[config.mk]
export PLATFORM = sky130hd
export DESIGN_NAME = multi_input_debounce_events_unit
export DESIGN_NICKNAME = d
export VERILOG_FILES = /design/src/msdb_pkg.sv /design/src/msdb_front.sv /design/src/msdb_fifo.sv /design/src/msdb_back.sv /design/src/multi_input_debounce_events_unit.sv
export SDC_FILE = /design/constraint.sdc
export NUM_CORES = 1
export LEC_CHECK = 0
export BUFFER_PORTS_ARGS = -buffer_cell sky130_fd_sc_hd__buf_4
export CELL_PAD_IN_SITES_DETAIL_PLACEMENT = 1
export CELL_PAD_IN_SITES_GLOBAL_PLACEMENT = 1
export CORE_UTILIZATION = 36
export DETAILED_ROUTE_END_ITERATION = 7
export GPL_TIMING_DRIVEN = 0
export PLACE_DENSITY_LB_ADDON = 0.1
export SYNTH_ARGS = -nofsm -noshare
export SYNTH_HDL_FRONTEND = slang
export SYNTH_SLANG_ARGS = --single-unit
export TNS_END_PERCENT = 100
[constraint.sdc]
create_clock -name i_clk -period 8.2 [get_ports i_clk]
set_input_delay 0.82 -clock i_clk [delete_from_list [all_inputs] [get_ports i_clk]]
set_output_delay 0.82 -clock i_clk [all_outputs]
set_load 0.1 [all_outputs]
[src/msdb_pkg.sv]
`default_nettype none
package msdb_pkg;

    localparam int PIN_W       = 4;
    localparam int CHAN_W      = 2;
    localparam int TIME_W      = 32;
    localparam int DEB_W       = 16;
    localparam int QUEUE_DEPTH = 2;

    localparam logic [DEB_W-1:0] DEBOUNCE_RESET = 16'd30;

    typedef struct packed {
        logic [TIME_W-1:0] now_time;
        logic [PIN_W-1:0]  pin_levels;
    } t_in;

    typedef struct packed {
        logic [CHAN_W-1:0] channel;
        logic              new_level;
        logic [TIME_W-1:0] event_time;
        logic [PIN_W-1:0]  stable_inputs;
        logic              last_event;
    } t_out;

    // one poll that changed at least one stable bit
    typedef struct packed {
        logic [TIME_W-1:0] now_time;
        logic [PIN_W-1:0]  old_stable;
        logic [PIN_W-1:0]  flips;
        logic [PIN_W-1:0]  levels;
    } t_run;

endpackage
`default_nettype wire

[src/msdb_front.sv]
`default_nettype none
module msdb_front #(
    parameter int LANES = 4
) (
    input  wire                       i_clk,
    input  wire                       i_rst_n,
    input  wire                       i_in_valid,
    output logic                      o_in_ready,
    input  msdb_pkg::t_in             i_in_data,
    input  wire [msdb_pkg::DEB_W-1:0] i_debounce_time,
    output logic                      o_q_valid,
    input  wire                       i_q_ready,
    output msdb_pkg::t_run            o_q_data
);

    logic [msdb_pkg::PIN_W-1:0]  r_prev;
    logic [msdb_pkg::PIN_W-1:0]  n_prev;
    logic [msdb_pkg::PIN_W-1:0]  r_stable;
    logic [msdb_pkg::PIN_W-1:0]  n_stable;
    logic [msdb_pkg::TIME_W-1:0] r_ct [LANES];
    logic [msdb_pkg::TIME_W-1:0] n_ct [LANES];
    logic [msdb_pkg::PIN_W-1:0]  flips;
    logic                        accept;

    always_comb begin
        logic                        logical;
        logic [msdb_pkg::TIME_W-1:0] elapsed;
        n_prev = '0;
        flips  = '0;
        for (int i = 0; i < LANES; i++) begin
            logical   = ~i_in_data.pin_levels[i];
            n_prev[i] = logical;
            n_ct[i]   = (logical != r_prev[i]) ? i_in_data.now_time : r_ct[i];
            elapsed   = i_in_data.now_time - n_ct[i];
            flips[i]  = (elapsed >= {{(msdb_pkg::TIME_W-msdb_pkg::DEB_W){1'b0}},
                                     i_debounce_time}) && (logical != r_stable[i]);
        end
        n_stable = r_stable ^ flips;
    end

    assign o_in_ready = i_q_ready;
    assign accept     = i_in_valid & i_q_ready;
    assign o_q_valid  = accept & (|flips);

    always_comb begin
        o_q_data.now_time   = i_in_data.now_time;
        o_q_data.old_stable = r_stable;
        o_q_data.flips      = flips;
        o_q_data.levels     = n_prev;
    end

    always_ff @(posedge i_clk) begin
        if (!i_rst_n) begin
            r_prev   <= '0;
            r_stable <= '0;
            for (int i = 0; i < LANES; i++) begin
                r_ct[i] <= '0;
            end
        end else if (accept) begin
            r_prev   <= n_prev;
            r_stable <= n_stable;
            for (int i = 0; i < LANES; i++) begin
                r_ct[i] <= n_ct[i];
            end
        end
    end

endmodule
`default_nettype wire

[src/msdb_fifo.sv]
`default_nettype none
module msdb_fifo #(
    parameter int WIDTH = 8,
    parameter int DEPTH = 2
) (
    input  wire              i_clk,
    input  wire              i_rst_n,
    input  wire              i_valid,
    output logic             o_ready,
    input  wire [WIDTH-1:0]  i_data,
    output logic             o_valid,
    input  wire              i_ready,
    output logic [WIDTH-1:0] o_data
);

    localparam int PTR_W = (DEPTH > 1) ? $clog2(DEPTH) : 1;
    localparam int CNT_W = $clog2(DEPTH + 1);

    logic [WIDTH-1:0] r_mem [DEPTH];
    logic [PTR_W-1:0] r_wr;
    logic [PTR_W-1:0] r_rd;
    logic [CNT_W-1:0] r_cnt;
    logic             push;
    logic             pop;

    assign o_ready = (r_cnt != CNT_W'(DEPTH));
    assign o_valid = (r_cnt != '0);
    assign o_data  = r_mem[r_rd];
    assign push    = i_valid & o_ready;
    assign pop     = o_valid & i_ready;

    always_ff @(posedge i_clk) begin
        if (push) begin
            r_mem[r_wr] <= i_data;
        end
    end

    always_ff @(posedge i_clk) begin
        if (!i_rst_n) begin
            r_wr  <= '0;
            r_rd  <= '0;
            r_cnt <= '0;
        end else begin
            if (push) begin
                r_wr <= (r_wr == PTR_W'(DEPTH - 1)) ? '0 : r_wr + 1'b1;
            end
            if (pop) begin
                r_rd <= (r_rd == PTR_W'(DEPTH - 1)) ? '0 : r_rd + 1'b1;
            end
            if (push && !pop) begin
                r_cnt <= r_cnt + 1'b1;
            end else if (pop && !push) begin
                r_cnt <= r_cnt - 1'b1;
            end
        end
    end

endmodule
`default_nettype wire

[src/msdb_back.sv]
`default_nettype none
module msdb_back (
    input  wire            i_clk,
    input  wire            i_rst_n,
    input  wire            i_q_valid,
    output logic           o_q_ready,
    input  msdb_pkg::t_run i_q_data,
    output logic           o_out_valid,
    input  wire            i_out_ready,
    output msdb_pkg::t_out o_out_data
);

    logic [msdb_pkg::PIN_W-1:0]  r_done;
    logic [msdb_pkg::PIN_W-1:0]  n_done;
    logic [msdb_pkg::PIN_W-1:0]  pending;
    logic [msdb_pkg::PIN_W-1:0]  onehot;
    logic [msdb_pkg::CHAN_W-1:0] idx;
    logic                        last;
    logic                        can_load;
    logic                        issue;
    logic                        r_out_valid;
    msdb_pkg::t_out              r_out;
    msdb_pkg::t_out              n_out;

    always_comb begin
        pending = i_q_data.flips & ~r_done;
        idx     = '0;
        for (int i = msdb_pkg::PIN_W - 1; i >= 0; i--) begin
            if (pending[i]) begin
                idx = msdb_pkg::CHAN_W'(i);
            end
        end
        onehot = msdb_pkg::PIN_W'(1) << idx;
        last   = ((pending & ~onehot) == '0);
    end

    assign can_load  = ~r_out_valid | i_out_ready;
    assign issue     = i_q_valid & can_load;
    assign o_q_ready = issue & last;

    always_comb begin
        n_done = r_done;
        if (issue) begin
            n_done = last ? '0 : (r_done | onehot);
        end
        n_out.channel       = idx;
        n_out.new_level     = i_q_data.levels[idx];
        n_out.event_time    = i_q_data.now_time;
        n_out.stable_inputs = i_q_data.old_stable ^ (r_done | onehot);
        n_out.last_event    = last;
    end

    always_ff @(posedge i_clk) begin
        if (!i_rst_n) begin
            r_done      <= '0;
            r_out_valid <= 1'b0;
        end else begin
            r_done <= n_done;
            if (can_load) begin
                r_out_valid <= issue;
            end
        end
    end

    always_ff @(posedge i_clk) begin
        if (issue) begin
            r_out <= n_out;
        end
    end

    assign o_out_valid = r_out_valid;
    assign o_out_data  = r_out;

endmodule
`default_nettype wire

[src/multi_input_debounce_events_unit.sv]
// multi-channel switch debouncer with event output
// input channel i_in_*: one poll per transfer, a timestamp in ms and the raw
// active-low pin levels; polls may arrive in back-to-back cycles
// output channel o_out_*: one event per transfer for each channel whose stable
// level changed, lowest channel first, last_event set on the final event of a poll;
// a poll that changes no stable bit gives no transfer
// config channel i_cfg_*: 16-bit debounce time in ms, always ready, reset value 30
// the first event of a poll is registered in the queue and then in the output
// register before it shows on o_out_valid
// throughput: the front takes one poll per cycle while the queue has room; the back
// emits one event per cycle unless the receiver stalls; a poll gives up to 4 events
// a 2-entry queue sits between the poll front end and the event serializer
// when the receiver stalls the output register holds, the queue fills and
// o_in_ready drops once it is full
// reset clears the previous levels, stable levels, change times, queue and
// output valid; the debounce time returns to 30
`default_nettype none
module multi_input_debounce_events_unit #(
    parameter int CHANNELS = 4
) (
    input  wire                       i_clk,
    input  wire                       i_rst_n,
    input  wire                       i_in_valid,
    output logic                      o_in_ready,
    input  msdb_pkg::t_in             i_in_data,
    output logic                      o_out_valid,
    input  wire                       i_out_ready,
    output msdb_pkg::t_out            o_out_data,
    input  wire                       i_cfg_valid,
    output logic                      o_cfg_ready,
    input  wire [msdb_pkg::DEB_W-1:0] i_cfg_data
);

    localparam int LANES = (CHANNELS < msdb_pkg::PIN_W) ? CHANNELS : msdb_pkg::PIN_W;
    localparam int RUN_W = $bits(msdb_pkg::t_run);

    logic [msdb_pkg::DEB_W-1:0] r_debounce;
    logic                       fq_valid;
    logic                       fq_ready;
    msdb_pkg::t_run             fq_data;
    logic                       qb_valid;
    logic                       qb_ready;
    logic [RUN_W-1:0]           qb_bits;
    msdb_pkg::t_run             qb_data;

    assign o_cfg_ready = 1'b1;

    always_ff @(posedge i_clk) begin
        if (!i_rst_n) begin
            r_debounce <= msdb_pkg::DEBOUNCE_RESET;
        end else if (i_cfg_valid) begin
            r_debounce <= i_cfg_data;
        end
    end

    msdb_front #(
        .LANES(LANES)
    ) u_front (
        .i_clk          (i_clk),
        .i_rst_n        (i_rst_n),
        .i_in_valid     (i_in_valid),
        .o_in_ready     (o_in_ready),
        .i_in_data      (i_in_data),
        .i_debounce_time(r_debounce),
        .o_q_valid      (fq_valid),
        .i_q_ready      (fq_ready),
        .o_q_data       (fq_data)
    );

    msdb_fifo #(
        .WIDTH(RUN_W),
        .DEPTH(msdb_pkg::QUEUE_DEPTH)
    ) u_fifo (
        .i_clk  (i_clk),
        .i_rst_n(i_rst_n),
        .i_valid(fq_valid),
        .o_ready(fq_ready),
        .i_data (fq_data),
        .o_valid(qb_valid),
        .i_ready(qb_ready),
        .o_data (qb_bits)
    );

    assign qb_data = msdb_pkg::t_run'(qb_bits);

    msdb_back u_back (
        .i_clk      (i_clk),
        .i_rst_n    (i_rst_n),
        .i_q_valid  (qb_valid),
        .o_q_ready  (qb_ready),
        .i_q_data   (qb_data),
        .o_out_valid(o_out_valid),
        .i_out_ready(i_out_ready),
        .o_out_data (o_out_data)
    );

endmodule
`default_nettype wire

== After elaboration in Yosys (flattened, before gate mapping) ==
Memories as Yosys holds them, arrays and structs flattened. A register that Yosys moved wholly into a read port is not among the register bits.
Index checks and enable logic that the tools add are counted.
W data, S select, Z words.
Storage, ports and cells
  RAM bits: 216
  flip-flop bits (word level): 73
  output and inout bits: 43
  logic and storage cells: 100
  input port bits: 57
  bits in latches: 0
  memory bits (read-only): 0
  memories: 2
Cells by class
  $mul: 0
  multiplexer cells: 27
  shifts and indexed selects: 1
  divide/modulo/power cells: 0
  bitwise gates (word level): 23
  add/sub/neg operators: 8
  equal/unequal tests: 9
  magnitude comparators: 5
  reductions and logical operators: 12
Memories
  u_front.r_ct: depth 4, bits a word 32, rd ports 4, clocked after Yosys merged registers in 0, wr ports 4, RTL line msdb_front.sv:20  | logic [msdb_pkg::TIME_W-1:0] r_ct [LANES];
  u_fifo.r_mem: depth 2, bits a word 44, rd ports 1, clocked after Yosys merged registers in 1, wr ports 1, RTL line msdb_fifo.sv:19  | logic [WIDTH-1:0] r_mem [DEPTH];
Operators with widths (number)
  $mux W32: 8
  $ge A32 B16 Y1: 4
  $sub A32 B32 Y32: 4
  $mux W2: 6
  $mux W1: 11
  $and A4 B4 Y4: 2
  $ne A1 B1 Y1: 8
  $not A4 Y4: 2
  $xor A4 B4 Y4: 2
  $and A1 B1 Y1: 6
  $logic_and A1 B1 Y1: 6
  $not A1 Y1: 5
  $or A1 B1 Y1: 5
  $logic_not A4 Y1: 1
  $mux W4: 1
  $or A4 B4 Y4: 1
  $reduce_bool A2 Y1: 2
  $reduce_or A4 Y1: 1
  $shl A1 B2 Y4 const A: 1
  $lt A2 B3 Y1 const B: 1
  $add A1 B1 Y1 const B: 2
  $add A2 B1 Y2 const B: 1
  $bmux W1 S2: 1
  $logic_not A1 Y1: 2
  other kinds (2): 2

== Depth between registers and ports, before layout ==
  word-level depth: 15
  gate-level depth with buffers: 32

== Cells and area by module ==
From an unflattened synthesis, not the netlist that was laid out.
Second synthesis, totals
  cell total of the unflattened synthesis: 2477
  area, all modules: 22776.8 µm²
Modules (own cells, without submodules)
  msdb_front: times used 1, cells an instance 2171, area an instance 17112.7 µm²
  msdb_fifo: times used 1, cells an instance 161, area an instance 3413.3 µm²
  msdb_back: times used 1, cells an instance 92, area an instance 1634.1 µm²
  multi_input_debounce_events_unit: times used 1, cells an instance 53, area an instance 616.8 µm²

== Worst setup path before layout ==
No wires, ideal clock.
  path kind: input -> register
  start point: in i_in_data[1] in the netlist's numbering
  end point: mem u_fifo.r_mem[0][0] in the netlist's numbering, enable pin
  stages: 25
  buffers on the path: 4
  setup time: 0.451 ns
  slack: 0.326 ns
  arrival time: 7.423 ns
  path through: buf_2 > xor2_2 > buf_2 > buf_1 > clkbuf_1 > o21ai_0 > ha_1 > a21o_1 > nand3_1 > nand4_1 > o21ai_0 > mux2_2 > a22o_1 > ha_1 > nand4_1 > nor3_1 > a21oi_1 > o31ai_1 > a2111o_1 > a211oi_1 > and4_1 > nand4_1 > o21a_1 > o41a_1 > nor2b_1
RTL lines
  start: declaration: RTL line multi_input_debounce_events_unit.sv:25  | input msdb_pkg::t_in i_in_data,
  end: declaration: RTL line msdb_fifo.sv:19

==> qor.yml <==
status:
  run_status: "complete, no violations"
worst_setup_path:
  cpPeakStageDelay_ns: 0.55
  worst_ep_arrival_time_ns: 8.31
  r2r-start: "u_front.r_prev[2]"
  required_ns: 8.70
  critical-path-slowest-cell: "sky130_fd_sc_hd__o41a_1"
  start_kind: "primary input"
  setup.worst_path.class: "primary input to flip-flop"
  crit_top_cell: "sky130_fd_sc_hd__a21oi_1"
  worst_setup_path_startpoint: "i_in_data[2]"
  crit_path_end_kind: "flip-flop"
  crit_path_max_fanout: 10
synth:
  synth_mux_area_share_pct: 7.12
  synth-async-reset-ratio_pct: 0
  synthXorXnorAreaFrac_pct: 5.16
  synth-edff-count: 256
  distinct_cells_synth: 101
  dominantRegCellSynth: "sky130_fd_sc_hd__edfxtp_1"
  ys_ff_latch: 290
  synth_compound_area_share_pct: 19.8
  synth-simple-area-share_pct: 17.1
  combinational_family_with_the_most_area_after_synthesis: "compound AO/OA/AOI/OAI gates"
  synth_adder_area_share_pct: 9.70
  post_synthesis_cells: 2491
  syn_avg_cell_area_sq_um: 9.09
  syn-num-nets: 2697
  yosys_warnings: 0
  post_synth_instance_area_sq_um: 22700
  share_of_the_yosys_chip_area_belonging_to_registers_pct: 36.9
clocking:
  clock_sink_count: 290
  tritoncts: "built"
  clkSlewWorstSetupHoldPaths_ns: 0.06
  max-clock-path-buffers: 3
  numCtsBuffers: 39
  root_buffer: "sky130_fd_sc_hd__clkbuf_16"
  htreeDepth: 2
  clock_latency_reported_for_the_late_side_of_the_worst_skew_pair_ns: 0.58
  cts_hold_buffers: 0
placement:
  placement.setup.worst_slack_ns: -1.95
  post-place-cells: 3426
  last_weighted_congestion_value_of_the_routability_driven_placer: 0.905
  io_buffers: 93
  hpwlAfterDp_mm: 64.3
timing:
  slew_headroom_pct: 10.1
  total_count_of_max_transition_violations_in_the_final_report: 0
  final.min_clock_period_ns: 7.81
  setup_viols_final: 0
  grt_setup_unrepaired: "false"
  worst-slew-pin-transition_ns: 1.35
  holdWs_ns: 0.433
  final_critical_path_setup_slack_ns: 0.394
  timing.clock.skew_ns: 0.0268
  final.period_utilization_pct: 95.2
  hold_viol_final: 0
  maxClockFrequency_mhz: 128
power:
  p_leak_uw: 0.0101
  ir_worst_vdd_mv: 0.158
  power_density_nw_per_um2: 321
floorplanning:
  core_area_sq_um: 61900
  initial_core_utilization_pct: 36.6
  chipHeight_microns: 253
  die-area_sq_um: 63900
  floorplan.io_pins: 100
  fp-row-count: 91
  dieWidth_microns: 253
detailed_routing:
  first_iter_violations: 952
  mean_routed_wirelength_per_cell_microns: 22.8
  vias: 20000
  routed_wirelength_mm: 79.8
  detail_route.drc_violations: 0
  drt_first_pass_iters: 5
  via_per_inst: 5.70
  postRouteAntennaNets: 0
finish:
  instances_no_fill: 3501
  p_r_area_growth_vs_syn_pct: 14.9
  regArea_sq_um: 8370
  n_fill_cell: 7177
  footprint_of_the_multi_input_gates_sq_um: 13500
  layout_cells_sized_above_1_pct: 11.6
  net_count_reported_at_finish: 2837
global_routing:
  pin_count_of_the_biggest_net_entering_global_routing: 48
  grt_first_pass_wirelength_mm: 123
  antenna_found_initial: 0
  remaining_overflow_grt: 0
  first_global_vias: 20900
  gr-usage-all-layers_pct: 24.9
worst_hold_path:
  worst_hold_startpoint: "i_in_data[12]"
  hold_path.class: "primary input to flip-flop"
run:
  drv_cap: 0
-- metrics by stage --
stage	setup TNS [ns]	util, %	power, uW	area, sq um
detailed placement	-167.95	39.6	6550	24500
global route	0	42.0	8850	26000
finish	0	42.0	8350	26000
global placement	-281.59	39.4	6450	24400
CTS	0	41.9	8400	26000
floorplan	0	-	5350	22700
-- cells in the mapped netlist (all sizes together) (39+ instances only) --
cell type    n  area, sq um
edfxtp     256         7690
nor2       250          938
nand2      232          871
a21oi      205         1030
ha         149         1860
o21ai      133          666
mux2i      115         1150
clkbuf      98          369
inv         88          330
xnor2       73          647
xor2        58          523
nor2b       57          357
a21o        55          413
buf         48          245
nand2b      46          288
nor3        45          230
nand3       44          220
nand4       42          263
mux2        39          439
-- path summary, 6_finish.rpt --
kind	to	slack, ns	cells after the start
max reg2reg	u_fifo.r_cnt[1]	0.40	30
min reg2reg	r_debounce[10]	0.50	2
max	u_fifo.r_cnt[1]	0.39	31
min	u_fifo.r_mem[1][20]	0.43	1
-- metal layers --
metal	up-vias	track usage (%)	routed length (microns)
met5	-	0	0
met4	0	6.41	1890
met3	94	2.23	2350
met2	295	44.0	38800
met1	10000	32.4	36800
li1	9532	-	-
-- layout by cell type, fill, tap and decap left out, drive strengths merged, types with 25 or more instances in the layout --
| master | synthesis | routed |
|---|---|---|
| a211oi | 34 | 34 |
| a21o | 55 | 55 |
| a21oi | 205 | 205 |
| a31oi | 34 | 34 |
| buf | 48 | 150 |
| clkbuf | 98 | 140 |
| dfxtp | 34 | 34 |
| edfxtp | 256 | 256 |
| ha | 149 | 149 |
| inv | 88 | 94 |
| maj3 | 33 | 33 |
| mux2 | 39 | 39 |
| mux2i | 115 | 115 |
| nand2 | 232 | 232 |
| nand2b | 46 | 46 |
| nand3 | 44 | 44 |
| nand4 | 42 | 42 |
| nor2 | 250 | 250 |
| nor2b | 57 | 57 |
| nor3 | 45 | 45 |
| o211ai | 25 | 25 |
| o21ai | 133 | 133 |
| xnor2 | 73 | 73 |
| xor2 | 58 | 58 |
-- report_power, final --
part | switching (uW) | internal, uW
Combinational | 2970 | 1440
Sequential | 140 | 2010
Clock | 708 | 1080
Total | 3820 | 4540
-- flip-flops by register name, summed over array words and instances, names as in the netlist, named ones only --
signal / flops
u_fifo.r_mem: 88
u_fifo.r_rd: 1
u_front.r_ct: 128
u_back.o_out_data: 40
u_back.r_done: 4
r_debounce: 16
u_fifo.r_cnt: 2
u_front.r_prev: 4
u_back.o_out_valid: 1
u_fifo.r_wr: 1
-- cells by family (layout without fill, tap and decap cells) --
family	count (synthesis)	in the layout
compound gates	684	684
xor+xnor	131	131
fa+ha+maj	182	182
buf+inv	234	404
flops	290	290
mux	155	155
other cells	1	4
simple gates	814	814
-- critical path, delay by kind of cell --
family / cells / cell delay (ns)
xor+xnor: 2 / 0.45
fa+ha+maj: 3 / 1.01
simple gates: 8 / 1.47
compound gates: 13 / 3.19
buf+inv: 5 / 1.34
-- what timing repair did --
action	in CTS	in global routing
gates resized for setup	20	19
pin swaps	3	0
buffers inserted	3	0
setup endpoints to repair	97	90
-- layout make-up --
| cell class | count | area share [%] |
|---|---|---|
| diodes | 3 | 0.0288 |
| plain buffers | 144 | 2.41 |
| clock buffers | 45 | 3.84 |
| clock inverters | 26 | 1.33 |
| inverters | 88 | 1.27 |
| multi-input cells | 1967 | 51.7 |
| flip-flops and latches | 290 | 32.2 |
| well taps | 837 | 4.02 |
| repair buffers | 101 | 3.21 |
(Power assumes the default switching activity.)
